==> src/sv/etcd_pkg.sv <==
// Shared types and constants for the extra-tooth cam trigger decoder.
package etcd_pkg;

  localparam int TIME_BITS_DEF  = 32;
  localparam int TOOTH_TIME_W   = 32;
  localparam int IN_DATA_W      = 40;
  localparam int OUT_DATA_W     = 24;
  localparam int CFG_ADDR_W     = 3;
  localparam int CFG_DATA_W     = 32;

  // register index, taken from paddr[2]
  localparam logic REG_CYL_COUNT  = 1'b0;
  localparam logic REG_CRANK_LOCK = 1'b1;

  localparam logic [2:0] CYL_RESET   = 3'd4;
  localparam logic [2:0] CYL_THREE   = 3'd3;
  localparam logic [2:0] TEETH_THREE = 3'd4;
  localparam logic [2:0] TEETH_FOUR  = 3'd5;

  typedef struct packed {
    logic [2:0] cyl_count;
    logic       crank_lock;
  } etcd_cfg_t;

  typedef struct packed {
    logic        has_sync;
    logic [2:0]  tooth_number;
    logic [2:0]  coil_end;
    logic        rev_start;
    logic [15:0] rev_count;
  } etcd_res_t;

endpackage

==> src/sv/extra_tooth_cam_trigger_decoder.sv <==
// Top level: input register, decoder core, output register and APB config.
//
//  channel | dir | handshake         | word
//  in_     | in  | tvalid/tready     | tooth_time, cranking
//  out_    | out | tvalid/tready     | has_sync, tooth_number, coil_end, rev start/count
//  cfg_    | in  | APB, pready high  | cylinder_count @0x0, crank_lock_enable @0x4
//
// One word per cycle sustained while out_tready stays high; a word passes through the input
// register and then the output register before it is on out_.
// The state update (gap subtract, threshold compare) runs in the cycle the word
// leaves the input register for the output register.
// rst_n is synchronous: clears sync, counters, timestamps and both valid flags.
// A stall on out_ holds both registers; in_tready drops only when both are full
// and out_tready is low.
module extra_tooth_cam_trigger_decoder #(
  parameter int TIME_BITS = etcd_pkg::TIME_BITS_DEF
) (
  input  logic                                clk,
  input  logic                                rst_n,
  input  logic                                in_tvalid,
  output logic                                in_tready,
  input  logic [etcd_pkg::IN_DATA_W-1:0]      in_tdata,   // [31:0] tooth_time, [32] cranking
  output logic                                out_tvalid,
  input  logic                                out_tready,
  // [0] has_sync, [3:1] tooth_number, [6:4] coil_end, [7] revolution_start,
  // [23:8] revolution_count
  output logic [etcd_pkg::OUT_DATA_W-1:0]     out_tdata,
  input  logic                                cfg_psel,
  input  logic                                cfg_penable,
  input  logic                                cfg_pwrite,
  input  logic [etcd_pkg::CFG_ADDR_W-1:0]     cfg_paddr,
  input  logic [etcd_pkg::CFG_DATA_W-1:0]     cfg_pwdata,
  output logic [etcd_pkg::CFG_DATA_W-1:0]     cfg_prdata,
  output logic                                cfg_pready
);
  import etcd_pkg::*;

  etcd_cfg_t cfg;
  etcd_res_t res;
  etcd_res_t out_res_r;

  logic                    s1_valid_r, s1_valid_nxt;
  logic [TOOTH_TIME_W-1:0] s1_time_r;
  logic                    s1_crank_r;
  logic                    out_valid_r, out_valid_nxt;
  logic                    out_adv;
  logic                    step;
  logic                    in_fire;

  etcd_cfg u_cfg (
    .clk     (clk),
    .rst_n   (rst_n),
    .psel    (cfg_psel),
    .penable (cfg_penable),
    .pwrite  (cfg_pwrite),
    .paddr   (cfg_paddr),
    .pwdata  (cfg_pwdata),
    .prdata  (cfg_prdata),
    .pready  (cfg_pready),
    .cfg     (cfg)
  );

  etcd_core #(
    .TIME_BITS (TIME_BITS)
  ) u_core (
    .clk        (clk),
    .rst_n      (rst_n),
    .cfg        (cfg),
    .step       (step),
    .tooth_time (s1_time_r),
    .cranking   (s1_crank_r),
    .res        (res)
  );

  assign out_adv       = !out_valid_r || out_tready;
  assign step          = s1_valid_r && out_adv;
  assign in_tready     = !s1_valid_r || out_adv;
  assign in_fire       = in_tvalid && in_tready;
  assign s1_valid_nxt  = in_tvalid || (s1_valid_r && !out_adv);
  assign out_valid_nxt = step || (out_valid_r && !out_tready);

  always_ff @(posedge clk) begin
    if (!rst_n) begin
      s1_valid_r  <= 1'b0;
      out_valid_r <= 1'b0;
    end else begin
      s1_valid_r  <= s1_valid_nxt;
      out_valid_r <= out_valid_nxt;
    end
  end

  always_ff @(posedge clk) begin
    if (in_fire) begin
      s1_time_r  <= in_tdata[TOOTH_TIME_W-1:0];
      s1_crank_r <= in_tdata[TOOTH_TIME_W];
    end
    if (step) begin
      out_res_r <= res;
    end
  end

  assign out_tvalid = out_valid_r;
  assign out_tdata  = {out_res_r.rev_count, out_res_r.rev_start, out_res_r.coil_end,
                       out_res_r.tooth_number, out_res_r.has_sync};

`ifndef SYNTHESIS
  a_nosync_quiet: assert property (@(posedge clk) disable iff (!rst_n)
    out_tvalid && !out_tdata[0] |-> out_tdata[7:1] == 7'd0)
    else $error("result without sync carries tooth, coil or revolution start");

  a_rev_is_tooth_one: assert property (@(posedge clk) disable iff (!rst_n)
    out_tvalid && out_tdata[7] |-> out_tdata[3:1] == 3'd1)
    else $error("revolution start not on tooth one");

  a_sync_sticks: assert property (@(posedge clk) disable iff (!rst_n)
    step && res.has_sync |=> res.has_sync)
    else $error("sync dropped");

  a_stall_only_when_full: assert property (@(posedge clk) disable iff (!rst_n)
    !in_tready |-> out_tvalid && !out_tready && s1_valid_r)
    else $error("input stalled with room in the pipeline");
`endif

endmodule

==> src/sv/etcd_cfg.sv <==
// APB register block: cylinder count and crank lock enable.
module etcd_cfg (
  input  logic                           clk,
  input  logic                           rst_n,
  input  logic                           psel,
  input  logic                           penable,
  input  logic                           pwrite,
  input  logic [etcd_pkg::CFG_ADDR_W-1:0] paddr,
  input  logic [etcd_pkg::CFG_DATA_W-1:0] pwdata,
  output logic [etcd_pkg::CFG_DATA_W-1:0] prdata,
  output logic                           pready,
  output etcd_pkg::etcd_cfg_t            cfg
);
  import etcd_pkg::*;

  logic [2:0] cyl_r;
  logic       lock_r;
  logic       wr_en;
  logic       reg_idx;

  assign pready  = 1'b1;
  assign wr_en   = psel & penable & pwrite & pready;
  assign reg_idx = paddr[2];

  always_ff @(posedge clk) begin
    if (!rst_n) begin
      cyl_r  <= CYL_RESET;
      lock_r <= 1'b0;
    end else if (wr_en) begin
      unique case (reg_idx)
        REG_CYL_COUNT:  cyl_r  <= pwdata[2:0];
        REG_CRANK_LOCK: lock_r <= pwdata[0];
        default: ;
      endcase
    end
  end

  always_comb begin
    unique case (reg_idx)
      REG_CYL_COUNT:  prdata = {{(CFG_DATA_W-3){1'b0}}, cyl_r};
      REG_CRANK_LOCK: prdata = {{(CFG_DATA_W-1){1'b0}}, lock_r};
      default:        prdata = '0;
    endcase
  end

  assign cfg.cyl_count  = cyl_r;
  assign cfg.crank_lock = lock_r;

endmodule

==> src/sv/etcd_core.sv <==
// Decoder state and per-tooth update: gap test, sync, tooth count, coil end.
module etcd_core #(
  parameter int TIME_BITS = etcd_pkg::TIME_BITS_DEF
) (
  input  logic                              clk,
  input  logic                              rst_n,
  input  etcd_pkg::etcd_cfg_t               cfg,
  input  logic                              step,
  input  logic [etcd_pkg::TOOTH_TIME_W-1:0] tooth_time,
  input  logic                              cranking,
  output etcd_pkg::etcd_res_t               res
);
  import etcd_pkg::*;

  logic                 sync_r, sync_nxt;
  logic [2:0]           tooth_r, tooth_nxt;
  logic [1:0]           seen_r, seen_nxt;     // saturates at 3, only ">= 2" matters
  logic [TIME_BITS-1:0] last_r;
  logic [TIME_BITS-1:0] prev_gap_r;           // last minus prior tooth time
  logic [15:0]          cycles_r, cycles_nxt;

  logic [TIME_BITS-1:0] now;
  logic [TIME_BITS-1:0] gap;
  logic [TIME_BITS-1:0] eighth;
  logic [4:0]           frac3;
  logic [TIME_BITS-1:0] tgt;
  logic                 three;
  logic [2:0]           teeth;
  logic                 rev;
  logic [2:0]           coil;

  if (TIME_BITS <= TOOTH_TIME_W) begin : g_narrow
    assign now = tooth_time[TIME_BITS-1:0];
  end else begin : g_wide
    assign now = {{(TIME_BITS-TOOTH_TIME_W){1'b0}}, tooth_time};
  end

  assign gap    = now - last_r;
  assign three  = (cfg.cyl_count == CYL_THREE);
  assign teeth  = three ? TEETH_THREE : TEETH_FOUR;
  assign eighth = prev_gap_r >> 3;
  assign frac3  = {2'b00, prev_gap_r[2:0]} + {1'b0, prev_gap_r[2:0], 1'b0};

  // floor(prev*3/8) exactly when cyl_count is not three: 3*(prev/8) + floor(3*(prev%8)/8); prev/4 for three
  always_comb begin
    if (three) begin
      tgt = prev_gap_r >> 2;
    end else begin
      tgt = (eighth << 1) + eighth + {{(TIME_BITS-2){1'b0}}, frac3[4:3]};
    end
  end

  always_comb begin
    sync_nxt   = sync_r;
    tooth_nxt  = tooth_r;
    cycles_nxt = cycles_r;
    rev        = 1'b0;
    coil       = 3'd0;
    seen_nxt   = (seen_r == 2'd3) ? 2'd3 : seen_r + 2'd1;
    if (sync_r) begin
      if (tooth_r >= teeth) begin
        tooth_nxt  = 3'd1;
        cycles_nxt = cycles_r + 16'd1;
        rev        = 1'b1;
      end else begin
        tooth_nxt = tooth_r + 3'd1;
      end
      if (cfg.crank_lock && cranking && tooth_nxt >= 3'd1 && tooth_nxt <= 3'd4) begin
        coil = tooth_nxt;
      end
    end else if (seen_r >= 2'd2) begin
      if (gap < tgt) begin
        tooth_nxt = 3'd2;
        sync_nxt  = 1'b1;
      end
    end
  end

  always_ff @(posedge clk) begin
    if (!rst_n) begin
      sync_r     <= 1'b0;
      tooth_r    <= 3'd0;
      seen_r     <= 2'd0;
      last_r     <= '0;
      prev_gap_r <= '0;
      cycles_r   <= 16'd0;
    end else if (step) begin
      sync_r     <= sync_nxt;
      tooth_r    <= tooth_nxt;
      seen_r     <= seen_nxt;
      last_r     <= now;
      prev_gap_r <= gap;
      cycles_r   <= cycles_nxt;
    end
  end

  assign res.has_sync     = sync_nxt;
  assign res.tooth_number = sync_nxt ? tooth_nxt : 3'd0;
  assign res.coil_end     = coil;
  assign res.rev_start    = rev;
  assign res.rev_count    = cycles_nxt;

endmodule
==> config.mk <==
export PLATFORM = sky130hd
export DESIGN_NAME = extra_tooth_cam_trigger_decoder
export DESIGN_NICKNAME = d
export VERILOG_FILES = /design/src/sv/etcd_pkg.sv /design/src/sv/extra_tooth_cam_trigger_decoder.sv /design/src/sv/etcd_cfg.sv /design/src/sv/etcd_core.sv
export SDC_FILE = /design/constraint.sdc
export NUM_CORES = 1
export LEC_CHECK = 0
export ABC_AREA = 1
export ABC_CLOCK_PERIOD_IN_PS = 9950
export BUFFER_PORTS_ARGS = -buffer_cell sky130_fd_sc_hd__clkbuf_2
export CORE_ASPECT_RATIO = 1.75
export CORE_MARGIN = 8
export CORE_UTILIZATION = 30
export CTS_CLUSTER_SIZE = 8
export DETAILED_ROUTE_END_ITERATION = 7
export GPL_ROUTABILITY_DRIVEN = 0
export PLACE_DENSITY_LB_ADDON = 0.1
export SYNTH_ARGS = -nofsm -noshare
export SYNTH_HDL_FRONTEND = slang
export SYNTH_SLANG_ARGS = --single-unit
==> constraint.sdc <==
create_clock -name clk -period 9.95 [get_ports clk]
set_input_delay 1.99 -clock clk [delete_from_list [all_inputs] [get_ports clk]]
set_output_delay 1.99 -clock clk [all_outputs]
set_load 0.005 [all_outputs]
=== Yosys cells after proc, flatten, opt, wreduce, memory -nomap -nowiden ===
Index checks and enable logic that the tools add are counted.

* Input bits: 82
* Word-level logic and storage cells: 67
* Output and inout port bits: 59
* Bits in registers: 149

* $add $sub $neg: 7
* $lt $le $gt $ge: 5
* Reductions and logical operators: 18
* Mux-type cells: 15
* Bitwise operators: 3
* Equal/unequal tests: 2

{| class="wikitable"
|+ Operator list
! cell !! number
|-
| case mux 32 bit (2 select lines) || 1
|-
| adder 32 x 2 -> 32 bit || 1
|-
| less-than comparator 32 bit || 1
|-
| two-way mux 16 bit || 2
|-
| two-way mux 32 bit || 1
|-
| subtractor 32 bit || 1
|-
| adder 30 x 29 -> 31 bit || 1
|-
| adder 16 x 1 -> 16 bit, second input constant || 1
|-
| two-way mux 3 bit || 5
|-
| logical AND 1 bit || 7
|-
| AND reduction 2 bit || 3
|-
| adder 3 x 4 -> 5 bit || 1
|-
| two-way mux 1 bit || 5
|-
| zero test 1 bit || 4
|-
| logical OR 1 bit || 4
|-
| adder 3 x 1 -> 3 bit, second input constant || 1
|-
| equality test 3 x 2 -> 1 bit, second input constant || 1
|-
| >= comparator 3 x 1 -> 1 bit, second input constant || 1
|-
| >= comparator 3 bit || 1
|-
| less-or-equal comparator 3 bit, second input constant || 1
|-
| adder 2 x 1 -> 2 bit, second input constant || 1
|-
| AND 1 bit || 2
|-
| equality test 2 bit, second input constant || 1
|-
| >= comparator 2 bit, second input constant || 1
|-
| other kinds (2) || 2
|}

=== Logic depth before layout (Yosys ltp) ===
* Word-level depth: 9
* Mapped depth: 35
* Depth with buffers taken out: 35

=== By module ===
Synthesis repeated with hierarchy kept, for this count alone.

* Cells, all modules: 1395
* Area total of the unflattened synthesis: 10561.4 um^2

{| class="wikitable"
|+ Modules (own cells, without submodules)
! module !! times used !! sequential area each (um^2) !! cells each !! area each (um^2)
|-
| etcd_core || 1 || 1721.7 || 1257 || 8291.7
|-
| extra_tooth_cam_trigger_decoder || 1 || 1751.7 || 70 || 1806.7
|-
| etcd_cfg || 1 || 80.1 || 68 || 462.9
|}

=== Worst setup path after synthesis ===
OpenSTA, ideal clock, no wires.

* Path kind: input to output
* From: input port cfg_paddr[2] in the netlist's numbering
* To: output port cfg_prdata[0] in the netlist's numbering
* Required time: 7.960 ns
* Buffers on the path: 0
* Stages: 3
* Arrival: 2.157 ns
* Slack: 5.803 ns
* Path through: inv_1 > nand2_1 > nand2_1

* Cells in the longest elaborated chain, start to end: 2

{| class="wikitable"
|+ Ends and longest elaborated chain
! what !! RTL line !! source
|-
| start: declaration || extra_tooth_cam_trigger_decoder.sv:31 || <nowiki>input logic [etcd_pkg::CFG_ADDR_W-1:0] cfg_paddr,</nowiki>
|-
| NOT 1 bit || etcd_cfg.sv:39 || <nowiki>unique case (reg_idx)</nowiki>
|-
| case mux 32 bit (2 select lines) (*) || etcd_cfg.sv:39 ||
|-
| end: declaration || extra_tooth_cam_trigger_decoder.sv:33 || <nowiki>output logic [etcd_pkg::CFG_DATA_W-1:0] cfg_prdata,</nowiki>
|}

Every way passes the cells marked *; elsewhere a longest branch is shown, timed or not. The select of a mux whose other input is x is not followed.

=== Final worst setup path ===
* From: register u_core.prev_gap_r[1]
* To: register u_core.tooth_r[2]

* Cells in the longest elaborated chain, start to end: 7

{| class="wikitable"
|+ Ends and longest elaborated chain
! what !! RTL line !! source
|-
| start: declaration || etcd_core.sv:19 || <nowiki>logic [TIME_BITS-1:0] prev_gap_r;</nowiki>
|-
| start signal: assignment || etcd_core.sv:92 || <nowiki>prev_gap_r <= gap;</nowiki>
|-
| adder 3 x 4 -> 5 bit || etcd_core.sv:42 || <nowiki>assign frac3 = {2'b00, prev_gap_r[2:0]} + {1'b0, prev_gap_r[2:0], 1'b0};</nowiki>
|-
| adder 32 x 2 -> 32 bit || etcd_core.sv:49 || <nowiki>tgt = (eighth << 1) + eighth + {{(TIME_BITS-2){1'b0}}, frac3[4:3]};</nowiki>
|-
| two-way mux 32 bit || etcd_core.sv:46 || <nowiki>if (three) begin</nowiki>
|-
| less-than comparator 32 bit || etcd_core.sv:72 || <nowiki>if (gap < tgt) begin</nowiki>
|-
| two-way mux 3 bit || etcd_core.sv:72 ||
|-
| two-way mux 3 bit || etcd_core.sv:71 || <nowiki>end else if (seen_r >= 2'd2) begin</nowiki>
|-
| two-way mux 3 bit || etcd_core.sv:60 || <nowiki>if (sync_r) begin</nowiki>
|-
| end signal: assignment || etcd_core.sv:89 || <nowiki>tooth_r <= tooth_nxt;</nowiki>
|-
| end: declaration || etcd_core.sv:16 || <nowiki>logic [2:0] tooth_r, tooth_nxt;</nowiki>
|}

Every way passes these cells.
A chain may end at the register's enable or synchronous reset.

==> metrics <==
Post-synth EDFFs 57; Die Y-Extent 280 microns; Hold Crit Start u_core.last_r[14]; WL per Instance 14.8 microns; CP Launch Type flop; core area 39,700 sq um; Worst EP required 10.23 ns; Detail Route Antenna Nets 0; Yosys warnings 0; ant diodes 0; area of the die 46,800 sq um; Overall Global Routing Usage 15.1%; fin crit period 4.74 ns; Initial DRT Pass Iterations 5; Hold Path End u_core.last_r[14]; Fin Setup TNS 0 ns; final cycle utilization of the critical path 47.7%; Max Root-Sink Buffers 2; DP Area 12,700 sq um; htree depth 4; vias in the first global route 11,200; R2R depth 31; Synth Register Bits 149; CTS root buffer clkbuf_16; vias per cell 4.70; Worst VDD drop 113 uV; total power 1.91 mW; share of layout cells above drive strength 1 9.32%; Worst Skew 0.0110 ns; worst hold stages 2; final setup fails 0; total CTS buffers 17; largest area contributor in the netlist dfxtp_1; reg2reg setup slack 5.21 ns; clock sinks 149; largest net degree at the start of global routing 95; part of the power in combinational logic 31.1%; Top FF cell, synth dfxtp_1; Post-CTS Setup Inserts 0; Crit Path Class flop to flop; worst hold margin 0.456 ns; syn avg cell area 6.67 sq um; crit path max-delay cell type dfxtp_1; Reg2Reg Launch Point u_core.prev_gap_r[1]; first-pass GRT wire length 56,700 microns; Worst path max stage delay 0.39 ns; hold_buf cts 0; Max Cap Violations 0; clk slew on worst S/H paths 0.07 ns; Rows 97; IO Count 141; asr flop ratio synth 0%; initial core utilization 30.1%; mapped cell area 12,000 sq um; CP arrival 5.02 ns; PD cells 143 nW/um^2; leakage 6.47 nW; run status finished, final reports clean; post-synth top area share 15.4%; area grow syn2layout 11.1%; crit path max fanout 5; grt ovf 0; Min-Delay Path Class flop to flop; worst r2r dst u_core.tooth_r[2]; Slew @ Worst Pin 1.02 ns; antenna violations before repair 0; layout net count 2,038; Area contributors post-synth dfxtp_1 15%, edfxtp_1 14%, nand2_1 14%; switching pwr 0.696 mW; DRC 0; Critical Path End Type flop; clock share of power 32.1%; initial DRC count 405; RSZ-0062 raised after global routing no; Int Power 1.21 mW; Net Sw Frac 36.5%; worst rel slew slack 32.3%; CTS tree done; max frequency 211 MHz; Reg power frac 36.9%; Yosys cell types 48; DP HPWL 28,700 microns; post-synthesis cell count 1,793; Slew Limit Fails 0; chip width 167 microns; Clock Latency Late Sink 0.43 ns; cell area after layout 13,300 sq um; I/O Buffers 72; final count of hold timing violations 0; cell mode on critical path nand2_1; CTS resizes 0; WL final 35,000 microns; Util after Layout 33.5%; DR vias 11,100; sequential-to-total area share from yosys stat 29.7%
[cell type report]
| class | count | area (sq um) |
|---|---|---|
| Fill cell | 4359 | 26400 |
| Multi-Input combinational cell | 1306 | 7030 |
| Sequential cell | 149 | 3550 |
| Inverter | 303 | 1140 |
| Tap cell | 495 | 619 |
| Clock buffer | 19 | 433 |
| Timing Repair Buffer | 77 | 398 |
| Clock inverter | 13 | 115 |
[cell usage in the layout (no fill, tap or decap), types with 45 or more instances in the layout]
master    Yosys  layout
nor2_1      151     151
edfxtp_1     57      57
nand2_1     451     450
a21oi_1     143     143
nand3_1      85      84
dfxtp_1      92      92
o21ai_0     134     134
ha_1         99      99
inv_1       283     283
nand4_1      45      45
clkbuf_2      0      72
[metal layers]
layer  up-vias  GRT usage, %  wire length (microns)
met5         -             0                      0
met4         0          7.23                   1350
met3        50          1.62                    574
met2       169          29.4                  18700
met1      4991          16.0                  14400
li1       5882             -                      -
[power groups by stage]
stage / logic [mW] / registers [mW] / clock network, mW
after CTS: 0.599 / 0.704 / 0.643
after global routing: 0.689 / 0.708 / 0.658
after global placement: 0.589 / 0.717 / 0
after floorplan: 0.449 / 0.707 / 0
after detailed placement: 0.595 / 0.717 / 0
final: 0.592 / 0.703 / 0.611
[cells in the mapped netlist, drive strengths merged, types with 4 or more instances]
| library cell | count |
|---|---|
| dfxtp | 92 |
| xor2 | 40 |
| xnor2 | 9 |
| buf | 34 |
| ha | 99 |
| inv | 300 |
| a31oi | 11 |
| nor2 | 173 |
| o21ai | 138 |
| nor3 | 19 |
| a21oi | 145 |
| clkbuf | 29 |
| o21a | 4 |
| nand3 | 89 |
| edfxtp | 57 |
| nand2 | 464 |
| and2 | 7 |
| a21o | 5 |
| nand4 | 46 |
[how the worst max path moves through the flow]
stage / startpoint / to / slack (ns) / cells past startpoint
2_1_floorplan: cfg_paddr[2] / cfg_prdata[0] / 5.80 / 3
4_1_cts: u_core.prev_gap_r[1] / out_tdata[2] / 5.09 / 26
3_5_place_dp: u_core.prev_gap_r[1] / out_tdata[2] / 5.09 / 26
6_report: u_core.prev_gap_r[1] / u_core.tooth_r[2] / 5.21 / 31
5_1_grt: u_core.prev_gap_r[1] / u_core.tooth_r[2] / 4.57 / 31
3_3_place_gp: u_core.prev_gap_r[1] / out_tdata[2] / 5.13 / 26
[flip-flops by register name, indices dropped and copies added (netlist names)]
register and cells:
u_cfg.lock_r 1, s1_valid_r 1, out_tdata 24, u_core.prev_gap_r 32, u_core.last_r 32, u_core.seen_r 2
u_core.sync_r 1, s1_time_r 32, u_core.cycles_r 16, s1_crank_r 1, u_cfg.cyl_r 3, out_tvalid 1
u_core.tooth_r 3
[critical path: cells and delay by family (launching register included)]
family	cells	cell delay (ns)
fa+ha+maj	3	0.80
flops	1	0.39
buf+inv	2	0.12
xor+xnor	1	0.16
simple gates	18	2.17
compound gates	7	0.95
[metrics by stage]
step           setup slack, ns  instances
3_3_place_gp              5.13       2330
3_5_place_dp              5.09       2330
6_report                  5.21       2362
4_1_cts                   5.09       2362
5_1_grt                   4.57       2362
2_1_floorplan             5.80       1821
[cell families after synthesis]
group	count (synthesis)	share of synthesized area, %
simple gates	806	29.2
buf+inv	366	12.5
compound gates	319	14.1
flops	149	29.7
fa+ha+maj	102	10.9
xor+xnor	49	3.59
other cells	2	0.0628
Power figures use the tool's default switching activity.
